**config.mk**
```make
export PLATFORM = sky130hd
export DESIGN_NAME = priority_counting_semaphore
export DESIGN_NICKNAME = d
export VERILOG_FILES = /design/src/sv/pcs_pkg.sv /design/src/sv/priority_counting_semaphore.sv /design/src/sv/pcs_queue_cell.sv /design/src/sv/pcs_stack_cell.sv
export VERILOG_INCLUDE_DIRS = /design/src /design/src/sv
export SDC_FILE = /design/constraint.sdc
export NUM_CORES = 1
export LEC_CHECK = 0
export BUFFER_PORTS_ARGS = -buffer_cell sky130_fd_sc_hd__buf_4
export CORE_MARGIN = 2
export CORE_UTILIZATION = 40
export CTS_CLUSTER_DIAMETER = 80
export CTS_CLUSTER_SIZE = 20
export DETAILED_ROUTE_END_ITERATION = 16
export PLACE_DENSITY = 0.54
export SLEW_MARGIN = 20
export SYNTH_ARGS = -nofsm -noshare
export SYNTH_HDL_FRONTEND = slang
export SYNTH_SLANG_ARGS = --single-unit
```
**constraint.sdc**
```tcl
create_clock -name i_clk -period 7.7 [get_ports i_clk]
set_clock_uncertainty 0.1 [all_clocks]
set_input_delay 0.385 -clock i_clk [delete_from_list [all_inputs] [get_ports i_clk]]
set_output_delay 0.385 -clock i_clk [all_outputs]
set_load 0.005 [all_outputs]
```
**src/sv/priority_counting_semaphore_macros.svh**
```systemverilog
// ----------------------------------------------------------------------------
// priority counting semaphore assertion macros
// shared property forms for the semaphore checks
// ----------------------------------------------------------------------------
`ifndef PRIORITY_COUNTING_SEMAPHORE_MACROS_SVH
`define PRIORITY_COUNTING_SEMAPHORE_MACROS_SVH

// condition holds at every edge out of reset
`define PCS_ASSERT_ALWAYS(lbl, clk, rst_n, cond, msg) \
    lbl: assert property (@(posedge clk) disable iff (!rst_n) (cond)) else $error(msg);

// antecedent implies consequent in the next cycle
`define PCS_ASSERT_NEXT(lbl, clk, rst_n, ante, cons, msg) \
    lbl: assert property (@(posedge clk) disable iff (!rst_n) (ante) |=> (cons)) \
        else $error(msg);

`endif

```
**src/sv/pcs_pkg.sv**
```systemverilog
// ----------------------------------------------------------------------------
// pcs_pkg
// request and result types, codes and cell control structs of the semaphore
// ----------------------------------------------------------------------------
`timescale 1ns / 1ps

package pcs_pkg;

    localparam int TASK_W    = 4;
    localparam int COUNT_W   = 8;
    localparam int CFG_IDX_W = 1;

    localparam logic [1:0] FUNC_GET      = 2'd0;
    localparam logic [1:0] FUNC_SEND     = 2'd1;
    localparam logic [1:0] FUNC_SEND_ALL = 2'd2;

    localparam logic [2:0] ST_GRANTED  = 3'd0;
    localparam logic [2:0] ST_QUEUED   = 3'd1;
    localparam logic [2:0] ST_REJECTED = 3'd2;
    localparam logic [2:0] ST_WOKEN    = 3'd3;
    localparam logic [2:0] ST_NOTHING  = 3'd4;

    localparam logic [CFG_IDX_W-1:0] CFG_INITIAL_COUNT = 1'd0;
    localparam logic [CFG_IDX_W-1:0] CFG_IDLE_TASK_ID  = 1'd1;

    typedef struct packed {
        logic [1:0]         func;
        logic [TASK_W-1:0]  task_id;
        logic [7:0]         priority_req;
        logic [7:0]         amount;
    } t_req;

    typedef struct packed {
        logic [2:0]         status;
        logic [TASK_W-1:0]  woken_task;
        logic [COUNT_W-1:0] count_after;
        logic               last;
    } t_resp;

    // wait queue cell control
    typedef struct packed {
        logic              insert;
        logic              pop;
        logic [TASK_W-1:0] new_task;
    } t_qctl;

    // wake stack cell control
    typedef struct packed {
        logic push;
        logic pop;
    } t_sctl;

    typedef enum logic [3:0] {
        S_IDLE = 4'b0001,
        S_RESP = 4'b0010,
        S_POP  = 4'b0100,
        S_EMIT = 4'b1000
    } t_state;

endpackage

```
**src/sv/priority_counting_semaphore.sv**
```systemverilog
// ----------------------------------------------------------------------------
// priority_counting_semaphore
// counting semaphore with a priority sorted wait queue held in a row of cells
//
//   channel   direction  handshake               payload
//   in        request    i_in_valid / o_in_stall  t_req
//   out       result     o_out_valid / i_out_stall t_resp
//   cfg       write      i_cfg_valid / o_cfg_ready index + data
//
// get, send of zero, and sends that wake nobody: one result per request, held in
// the pending register, then moved into the output register when it is free.
// send waking n tasks: n pops of the queue head into the wake stack, then n
// results emitted from the stack top; no new request is taken until all are out.
// reset empties the queue and clears the count, no sweep.
// a stalled output holds the result; the wake stack does not pop meanwhile.
// ----------------------------------------------------------------------------
`timescale 1ns / 1ps
`include "priority_counting_semaphore_macros.svh"

module priority_counting_semaphore #(
    parameter int MAX_WAITERS = 16,
    parameter int PRIO_BITS   = 8
) (
    input  logic                          i_clk,
    input  logic                          i_rst_n,
    input  logic                          i_in_valid,
    output logic                          o_in_stall,
    input  pcs_pkg::t_req                 i_in_data,
    output logic                          o_out_valid,
    input  logic                          i_out_stall,
    output pcs_pkg::t_resp                o_out_data,
    input  logic                          i_cfg_valid,
    output logic                          o_cfg_ready,
    input  logic [pcs_pkg::CFG_IDX_W-1:0] i_cfg_index,
    input  logic [7:0]                    i_cfg_data
);
    import pcs_pkg::*;

    localparam int UW = $clog2(MAX_WAITERS + 1);

    t_state             r_state, n_state;
    logic [COUNT_W-1:0] r_count, n_count;
    logic [UW-1:0]      r_used, n_used;
    logic [TASK_W-1:0]  r_idle, n_idle;
    logic [UW-1:0]      r_left, n_left;
    logic [UW-1:0]      r_nwake, n_nwake;
    t_resp              r_pend, n_pend;
    logic               r_out_valid, n_out_valid;
    t_resp              r_out, n_out;

    t_qctl                qctl;
    t_sctl                sctl;
    logic [PRIO_BITS-1:0] req_prio;

    logic [TASK_W-1:0]    q_task [MAX_WAITERS];
    logic [PRIO_BITS-1:0] q_prio [MAX_WAITERS];
    logic [MAX_WAITERS-1:0] q_ins, q_match, q_occ;
    logic [TASK_W-1:0]    s_task [MAX_WAITERS];

    logic          in_acc, cfg_acc, out_free;
    logic [7:0]    used8;
    logic [UW-1:0] rel;
    logic [8:0]    sum;

    assign in_acc      = i_in_valid && !o_in_stall;
    assign cfg_acc     = i_cfg_valid && o_cfg_ready;
    assign o_in_stall  = (r_state != S_IDLE);
    assign o_cfg_ready = 1'b1;
    assign out_free    = !r_out_valid || !i_out_stall;
    assign req_prio    = PRIO_BITS'(i_in_data.priority_req);

    // wait queue row, head at cell zero
    for (genvar i = 0; i < MAX_WAITERS; i++) begin : g_queue
        logic                 left_ins;
        logic [TASK_W-1:0]    left_task, right_task;
        logic [PRIO_BITS-1:0] left_prio, right_prio;

        assign q_occ[i] = (UW'(i) < r_used);

        if (i == 0) begin : g_head
            assign left_ins  = 1'b0;
            assign left_task = i_in_data.task_id;
            assign left_prio = req_prio;
        end else begin : g_mid
            assign left_ins  = q_ins[i-1];
            assign left_task = q_task[i-1];
            assign left_prio = q_prio[i-1];
        end

        if (i == MAX_WAITERS - 1) begin : g_tail
            assign right_task = q_task[i];
            assign right_prio = q_prio[i];
        end else begin : g_body
            assign right_task = q_task[i+1];
            assign right_prio = q_prio[i+1];
        end

        pcs_queue_cell #(
            .PRIO_BITS (PRIO_BITS)
        ) u_cell (
            .i_clk        (i_clk),
            .i_ctl        (qctl),
            .i_new_prio   (req_prio),
            .i_occupied   (q_occ[i]),
            .i_left_ins   (left_ins),
            .i_left_task  (left_task),
            .i_left_prio  (left_prio),
            .i_right_task (right_task),
            .i_right_prio (right_prio),
            .o_task       (q_task[i]),
            .o_prio       (q_prio[i]),
            .o_ins        (q_ins[i]),
            .o_match      (q_match[i])
        );
    end

    // wake stack row, top at cell zero
    for (genvar j = 0; j < MAX_WAITERS; j++) begin : g_stack
        logic [TASK_W-1:0] left_task, right_task;

        if (j == 0) begin : g_top
            assign left_task = q_task[0];
        end else begin : g_mid
            assign left_task = s_task[j-1];
        end

        if (j == MAX_WAITERS - 1) begin : g_bottom
            assign right_task = s_task[j];
        end else begin : g_body
            assign right_task = s_task[j+1];
        end

        pcs_stack_cell u_cell (
            .i_clk        (i_clk),
            .i_ctl        (sctl),
            .i_left_task  (left_task),
            .i_right_task (right_task),
            .o_task       (s_task[j])
        );
    end

    assign used8 = 8'(r_used);
    assign rel   = (i_in_data.amount < used8) ? UW'(i_in_data.amount) : r_used;
    assign sum   = {1'b0, r_count} + {1'b0, i_in_data.amount - 8'(rel)};

    always_comb begin
        n_state     = r_state;
        n_count     = r_count;
        n_used      = r_used;
        n_idle      = r_idle;
        n_left      = r_left;
        n_nwake     = r_nwake;
        n_pend      = r_pend;
        n_out_valid = r_out_valid;
        n_out       = r_out;
        qctl        = '{insert: 1'b0, pop: 1'b0, new_task: i_in_data.task_id};
        sctl        = '{push: 1'b0, pop: 1'b0};

        if (o_out_valid && !i_out_stall) begin
            n_out_valid = 1'b0;
        end

        if (cfg_acc) begin
            priority if (i_cfg_index == CFG_INITIAL_COUNT) begin
                n_count = i_cfg_data;
                n_used  = '0;
            end else if (i_cfg_index == CFG_IDLE_TASK_ID) begin
                n_idle = i_cfg_data[TASK_W-1:0];
            end
        end

        unique case (r_state)
            S_IDLE: begin
                if (in_acc) begin
                    n_pend  = '{status: ST_NOTHING, woken_task: '0,
                                count_after: r_count, last: 1'b1};
                    n_state = S_RESP;
                    priority if (i_in_data.func == FUNC_GET) begin
                        priority if (i_in_data.task_id == r_idle || |q_match) begin
                            n_pend.status = ST_REJECTED;
                        end else if (r_count != '0) begin
                            n_count       = r_count - COUNT_W'(1);
                            n_pend.status = ST_GRANTED;
                        end else if (r_used == UW'(MAX_WAITERS)) begin
                            n_pend.status = ST_REJECTED;
                        end else begin
                            qctl.insert   = 1'b1;
                            n_used        = r_used + UW'(1);
                            n_pend.status = ST_QUEUED;
                        end
                        n_pend.count_after = n_count;
                    end else if (i_in_data.func == FUNC_SEND) begin
                        if (i_in_data.amount != '0) begin
                            n_count            = sum[8] ? 8'hff : sum[7:0];
                            n_pend.count_after = n_count;
                            if (rel != '0) begin
                                n_left  = rel;
                                n_nwake = rel;
                                n_state = S_POP;
                            end
                        end
                    end else if (i_in_data.func == FUNC_SEND_ALL) begin
                        if (r_used != '0) begin
                            n_left  = r_used;
                            n_nwake = r_used;
                            n_state = S_POP;
                        end
                    end
                end
            end
            S_RESP: begin
                if (out_free) begin
                    n_out       = r_pend;
                    n_out_valid = 1'b1;
                    n_state     = S_IDLE;
                end
            end
            S_POP: begin
                qctl.pop  = 1'b1;
                sctl.push = 1'b1;
                n_used    = r_used - UW'(1);
                n_left    = r_left - UW'(1);
                if (r_left == UW'(1)) begin
                    n_state = S_EMIT;
                end
            end
            S_EMIT: begin
                if (out_free) begin
                    n_out       = '{status: ST_WOKEN, woken_task: s_task[0],
                                    count_after: r_count, last: (r_nwake == UW'(1))};
                    n_out_valid = 1'b1;
                    sctl.pop    = 1'b1;
                    n_nwake     = r_nwake - UW'(1);
                    if (r_nwake == UW'(1)) begin
                        n_state = S_IDLE;
                    end
                end
            end
            default: begin
                n_state = S_IDLE;
            end
        endcase
    end

    always_ff @(posedge i_clk) begin
        if (!i_rst_n) begin
            r_state     <= S_IDLE;
            r_count     <= '0;
            r_used      <= '0;
            r_idle      <= '0;
            r_left      <= '0;
            r_nwake     <= '0;
            r_out_valid <= 1'b0;
        end else begin
            r_state     <= n_state;
            r_count     <= n_count;
            r_used      <= n_used;
            r_idle      <= n_idle;
            r_left      <= n_left;
            r_nwake     <= n_nwake;
            r_out_valid <= n_out_valid;
        end
    end

    always_ff @(posedge i_clk) begin
        r_pend <= n_pend;
        r_out  <= n_out;
    end

    assign o_out_valid = r_out_valid;
    assign o_out_data  = r_out;

    `PCS_ASSERT_ALWAYS(a_used_bound, i_clk, i_rst_n, r_used <= UW'(MAX_WAITERS), "queue overfilled")
    `PCS_ASSERT_ALWAYS(a_pop_nonempty, i_clk, i_rst_n, r_state != S_POP || r_used != '0, "pop of empty queue")
    `PCS_ASSERT_ALWAYS(a_emit_pending, i_clk, i_rst_n, r_state != S_EMIT || r_nwake != '0, "emit with no woken task")
    `PCS_ASSERT_NEXT(a_get_resp, i_clk, i_rst_n, in_acc && i_in_data.func == FUNC_GET, r_state == S_RESP, "get without single result")

endmodule

```
**src/sv/pcs_queue_cell.sv**
```systemverilog
// ----------------------------------------------------------------------------
// pcs_queue_cell
// priority sorted wait queue entry: insert shifts to tail, pop shifts to head
// ----------------------------------------------------------------------------
`timescale 1ns / 1ps

module pcs_queue_cell #(
    parameter int PRIO_BITS = 8
) (
    input  logic                      i_clk,
    input  pcs_pkg::t_qctl            i_ctl,
    input  logic [PRIO_BITS-1:0]      i_new_prio,
    input  logic                      i_occupied,
    input  logic                      i_left_ins,
    input  logic [pcs_pkg::TASK_W-1:0] i_left_task,
    input  logic [PRIO_BITS-1:0]      i_left_prio,
    input  logic [pcs_pkg::TASK_W-1:0] i_right_task,
    input  logic [PRIO_BITS-1:0]      i_right_prio,
    output logic [pcs_pkg::TASK_W-1:0] o_task,
    output logic [PRIO_BITS-1:0]      o_prio,
    output logic                      o_ins,
    output logic                      o_match
);
    import pcs_pkg::*;

    logic [TASK_W-1:0]    r_task, n_task;
    logic [PRIO_BITS-1:0] r_prio, n_prio;

    // empty entries count as insert points, so the flag rises once along the row
    assign o_ins   = i_occupied ? (i_new_prio < r_prio) : 1'b1;
    assign o_match = i_occupied && (r_task == i_ctl.new_task);

    always_comb begin
        n_task = r_task;
        n_prio = r_prio;
        priority if (i_ctl.pop) begin
            n_task = i_right_task;
            n_prio = i_right_prio;
        end else if (i_ctl.insert && o_ins && !i_left_ins) begin
            n_task = i_ctl.new_task;
            n_prio = i_new_prio;
        end else if (i_ctl.insert && o_ins) begin
            n_task = i_left_task;
            n_prio = i_left_prio;
        end
    end

    always_ff @(posedge i_clk) begin
        r_task <= n_task;
        r_prio <= n_prio;
    end

    assign o_task = r_task;
    assign o_prio = r_prio;

endmodule

```
**src/sv/pcs_stack_cell.sv**
```systemverilog
// ----------------------------------------------------------------------------
// pcs_stack_cell
// one entry of the wake stack, reverses the release order of woken tasks
// ----------------------------------------------------------------------------
`timescale 1ns / 1ps

module pcs_stack_cell (
    input  logic                       i_clk,
    input  pcs_pkg::t_sctl             i_ctl,
    input  logic [pcs_pkg::TASK_W-1:0] i_left_task,
    input  logic [pcs_pkg::TASK_W-1:0] i_right_task,
    output logic [pcs_pkg::TASK_W-1:0] o_task
);
    import pcs_pkg::*;

    logic [TASK_W-1:0] r_task, n_task;

    always_comb begin
        n_task = r_task;
        priority if (i_ctl.push) begin
            n_task = i_left_task;
        end else if (i_ctl.pop) begin
            n_task = i_right_task;
        end
    end

    always_ff @(posedge i_clk) begin
        r_task <= n_task;
    end

    assign o_task = r_task;

endmodule
```
==> reports/qor.yml <==
final_max_slew_viol_count: 0
first_global_vias: 15235
max_cap_viol_count: 0
synth-async-reset-ratio_pct: 0
fill_cells: 4964
r2r_slack_ns: 1.91
ys_ff_latch: 315
startpoint: "r_used[2]$_SDFF_PN0_"
finalSetupTns_ns: 0
vias: 15354
busiest_layer: "met2"
clk_pin_slew_ns: 0.08
htreeDepth: 1
nNetsFinal: 2294
fp.dieH_um: 230
max-slew-margin-rel_pct: 29.1
grtUsageMet1_pct: 26.7
start_util_pct: 40.6
detail_route.wirelength_um: 51100
path_depth: 20
design_area_um2: 22200
clock_sinks: 315
coreArea_um2: 50300
p_leak_nw: 9.32
post_cts_resized: 0
hold_path.class: "input port to flop"
hold_path_depth: 3
grt_pass1_wl_um: 82700
peakVddDrop_uv: 169
yosysUniqueCellTypes: 77
cp-start-kind: "flop"
cp_top_family: "compound AO/OA/AOI/OAI gates"
final-seq-area_um2: 9140
clkLatencyLatePin_ns: 0.58
finalWeightedCongestion: 0.840
worstPathArrival_ns: 6.03
worstMarginPinSlew_ns: 1.06
r2r_start: "r_used[2]$_SDFF_PN0_"
critPathMaxFanout: 16
dp_slack_ns: 2.01
finalHoldViolations: 0
avgViaCountPerCell: 5.47
chipWidth_um: 230
fin_util_pct: 44.1
max_stage_delay_ns: 0.71
syn_area_um2: 20400
power_density_nw_per_um2: 168
finalWorstSetupSlack_ns: 1.91
grt_max_degree: 205
fin_crit_sh_pct: 75.2
drc_errors: 0
drt-initial-drc-count: 994
cp.required_ns: 7.94
cts_setup_buffers: 0
dp.final_hpwl_um: 35800
rsz0062_at_grt: "false"
grtUsageMet3_pct: 2.15
cp_num_buf_inv: 2
final_layout_size_suffix_gt1_share_pct: 7.39
cts_tree: "built"
ys.flop_type: "edfxtp_1"
cp_slowest_cell: "dfxtp_1"
postSynthCellCount: 2139
post_drt_wl_per_cell_um: 18.2
ios: 55
synth-warning-count: 0
fin_total_pwr_mw: 3.73
endpoint_kind: "flop"
antenna_found_initial: 1
final_antenna_net_count: 0
worst_r2r_endpoint: "r_pend[1]$_DFFE_PP_"
grt-ovfl-total: 0
syn_to_final_growth_pct: 8.56
clockBufferDepth: 3
max_freq_mhz: 173
endpoint: "r_pend[1]$_DFFE_PP_"
diodes: 0
place.port_buffers: 53
rr_worst_depth: 20
numCtsBuffers: 26
rows: 82
multiInputGateArea_um2: 10100
placement.cell_area_um2: 21300
syn-num-nets: 2316
grt_util_met2_pct: 32.5
syn_avg_cell_area_um2: 9.55
period_needed_ns: 5.79
critPathKind: "flop to flop"
outcome: "completed"
cts-root-buf: "clkbuf_16"
gr-usage-all-layers_pct: 19.2
setup_viol: 0
crit_chain: "clkinv_1, ha_1, nand2_1, o21ai_0, a21o_1, mux2i_1, ha_1, a21o_1, a21oi_1, a2111oi_0, o21ai_0, nand2b_1, xnor2_1, ha_1, nand2_1, o21ai_0, a21oi_1, inv_1, o21a_1, a21o_1"
dr.pass1.iters: 5
synth-edff-count: 283
synth_seq_area_share_pct: 44.7
die_area_um2: 52900
-- cell usage after synthesis, types with 10 or more instances --
cell type  instances  area share [%]
a311oi_1          10            0.43
o211ai_1          12            0.44
clkbuf_1          87             1.6
o21ai_1           15            0.37
mux2i_1          161             7.9
o21ai_0          151             3.7
inv_1            147             2.7
nor4_1            21            0.64
o21a_1            17            0.62
a21boi_0          13            0.48
edfxtp_1         283              42
nand2_1          386             7.1
nor3_1            13            0.32
o221ai_1          13            0.56
a211oi_1          15            0.55
dfxtp_1           32             3.1
a21o_1            15            0.55
a2111oi_0         10            0.43
xnor2_1           30             1.3
xor2_1            55             2.4
nor2b_1           10            0.31
nand3_1           35            0.86
buf_4             11            0.40
a21oi_1          134             3.3
nand2b_1          12            0.37
ha_1             139             8.5
nor2_1           134             2.5
buf_2             26            0.64
mux2_2            15            0.83
-- where the power goes --
part           internal, mW  switching (mW)
Combinational         0.163           0.256
Sequential             1.90          0.0374
Clock                 0.668           0.704
-- registers in the layout, indices dropped and copies added, names as in the netlist, 5 cells and up --
| signal | cells |
|---|---|
| g_queue.u_cell.o_prio | 128 |
| g_queue.u_cell.o_task | 64 |
| g_stack.u_cell.o_task | 64 |
| o_out_data | 16 |
| r_count | 8 |
| r_left | 5 |
| r_nwake | 5 |
| r_pend | 11 |
| r_used | 5 |
-- placed cells by master (no fill, tap or decap), drive strengths merged, types with 16 or more instances in the layout --
master | netlist | layout
ha | 139 | 139
mux2i | 161 | 161
edfxtp | 283 | 283
nor4 | 22 | 22
nor2 | 134 | 134
clkbuf | 87 | 31
xor2 | 55 | 55
buf | 45 | 75
nand3 | 35 | 35
a21oi | 134 | 134
nor3 | 16 | 16
mux2 | 17 | 17
dfxtp | 32 | 32
o21a | 17 | 17
o21ai | 166 | 166
nand2 | 386 | 386
inv | 147 | 151
xnor2 | 30 | 30
-- worst min-delay path by stage --
stage | startpoint | endpoint | slack (ns)
3_5_place_dp | g_stack[14].u_cell.o_task[1]$_DFFE_PP_ | g_stack[15].u_cell.o_task[1]$_DFFE_PP_ | 0.34
3_3_place_gp | g_stack[14].u_cell.o_task[0]$_DFFE_PP_ | g_stack[15].u_cell.o_task[0]$_DFFE_PP_ | 0.33
2_1_floorplan | g_stack[14].u_cell.o_task[0]$_DFFE_PP_ | g_stack[15].u_cell.o_task[0]$_DFFE_PP_ | 0.33
5_1_grt | i_cfg_index | r_idle[2]$_SDFFE_PN0P_ | 0.02
4_1_cts | i_cfg_index | r_idle[2]$_SDFFE_PN0P_ | 0.005
6_report | i_cfg_index | r_idle[1]$_SDFFE_PN0P_ | 0.03
-- metal layers --
| metal | vias up | part of all wire [%] |
|---|---|---|
| met5 | - | 0.014 |
| met4 | 2 | 1.7 |
| met3 | 54 | 3.8 |
| met2 | 288 | 47 |
| met1 | 7450 | 47 |
| li1 | 7560 | - |
-- worst register-to-register path, cell delays in order, from the launching register on --
cell	delay [ns]
dfxtp_1	0.71
clkinv_1	0.41
ha_1	0.39
nand2_1	0.04
o21ai_0	0.41
a21o_1	0.30
mux2i_1	0.32
ha_1	0.17
a21o_1	0.13
a21oi_1	0.05
a2111oi_0	0.67
o21ai_0	0.17
nand2b_1	0.12
xnor2_1	0.12
ha_1	0.30
nand2_1	0.10
o21ai_0	0.08
a21oi_1	0.40
inv_1	0.15
o21a_1	0.23
a21o_1	0.18
-- final cells by class --
| class | count | area share, % |
|---|---|---|
| Tap cell | 672 | 3.79 |
| Timing Repair Buffer | 82 | 2.91 |
| Sequential cell | 315 | 41.2 |
| Clock inverter | 17 | 0.694 |
| Multi-Input combinational cell | 1542 | 45.7 |
| Inverter | 150 | 2.56 |
| Clock buffer | 31 | 3.11 |
-- repair_timing --
action	CTS	global route
hold buffers	7	0
setup endpoints to repair	0	0
endpoints found under the hold margin	6	0
-- metrics by stage --
step | hold WS [ns] | instances
after floorplan | 0.326 | 2139
after global placement | 0.335 | 2754
after detailed placement | 0.338 | 2754
after CTS | 0.00459 | 2809
after global routing | 0.0217 | 2809
final | 0.0291 | 2809
-- cells by family after synthesis --
| kind of cell | share of synthesized area (%) |
|---|---|
| fa+ha+maj | 8.71 |
| compound gates | 13.7 |
| buf+inv | 5.73 |
| flops | 44.7 |
| other cells | 0.0184 |
| simple gates | 14.6 |
| xor+xnor | 3.64 |
| mux | 8.83 |
No activity file was read; power rests on OpenSTA's default activity.
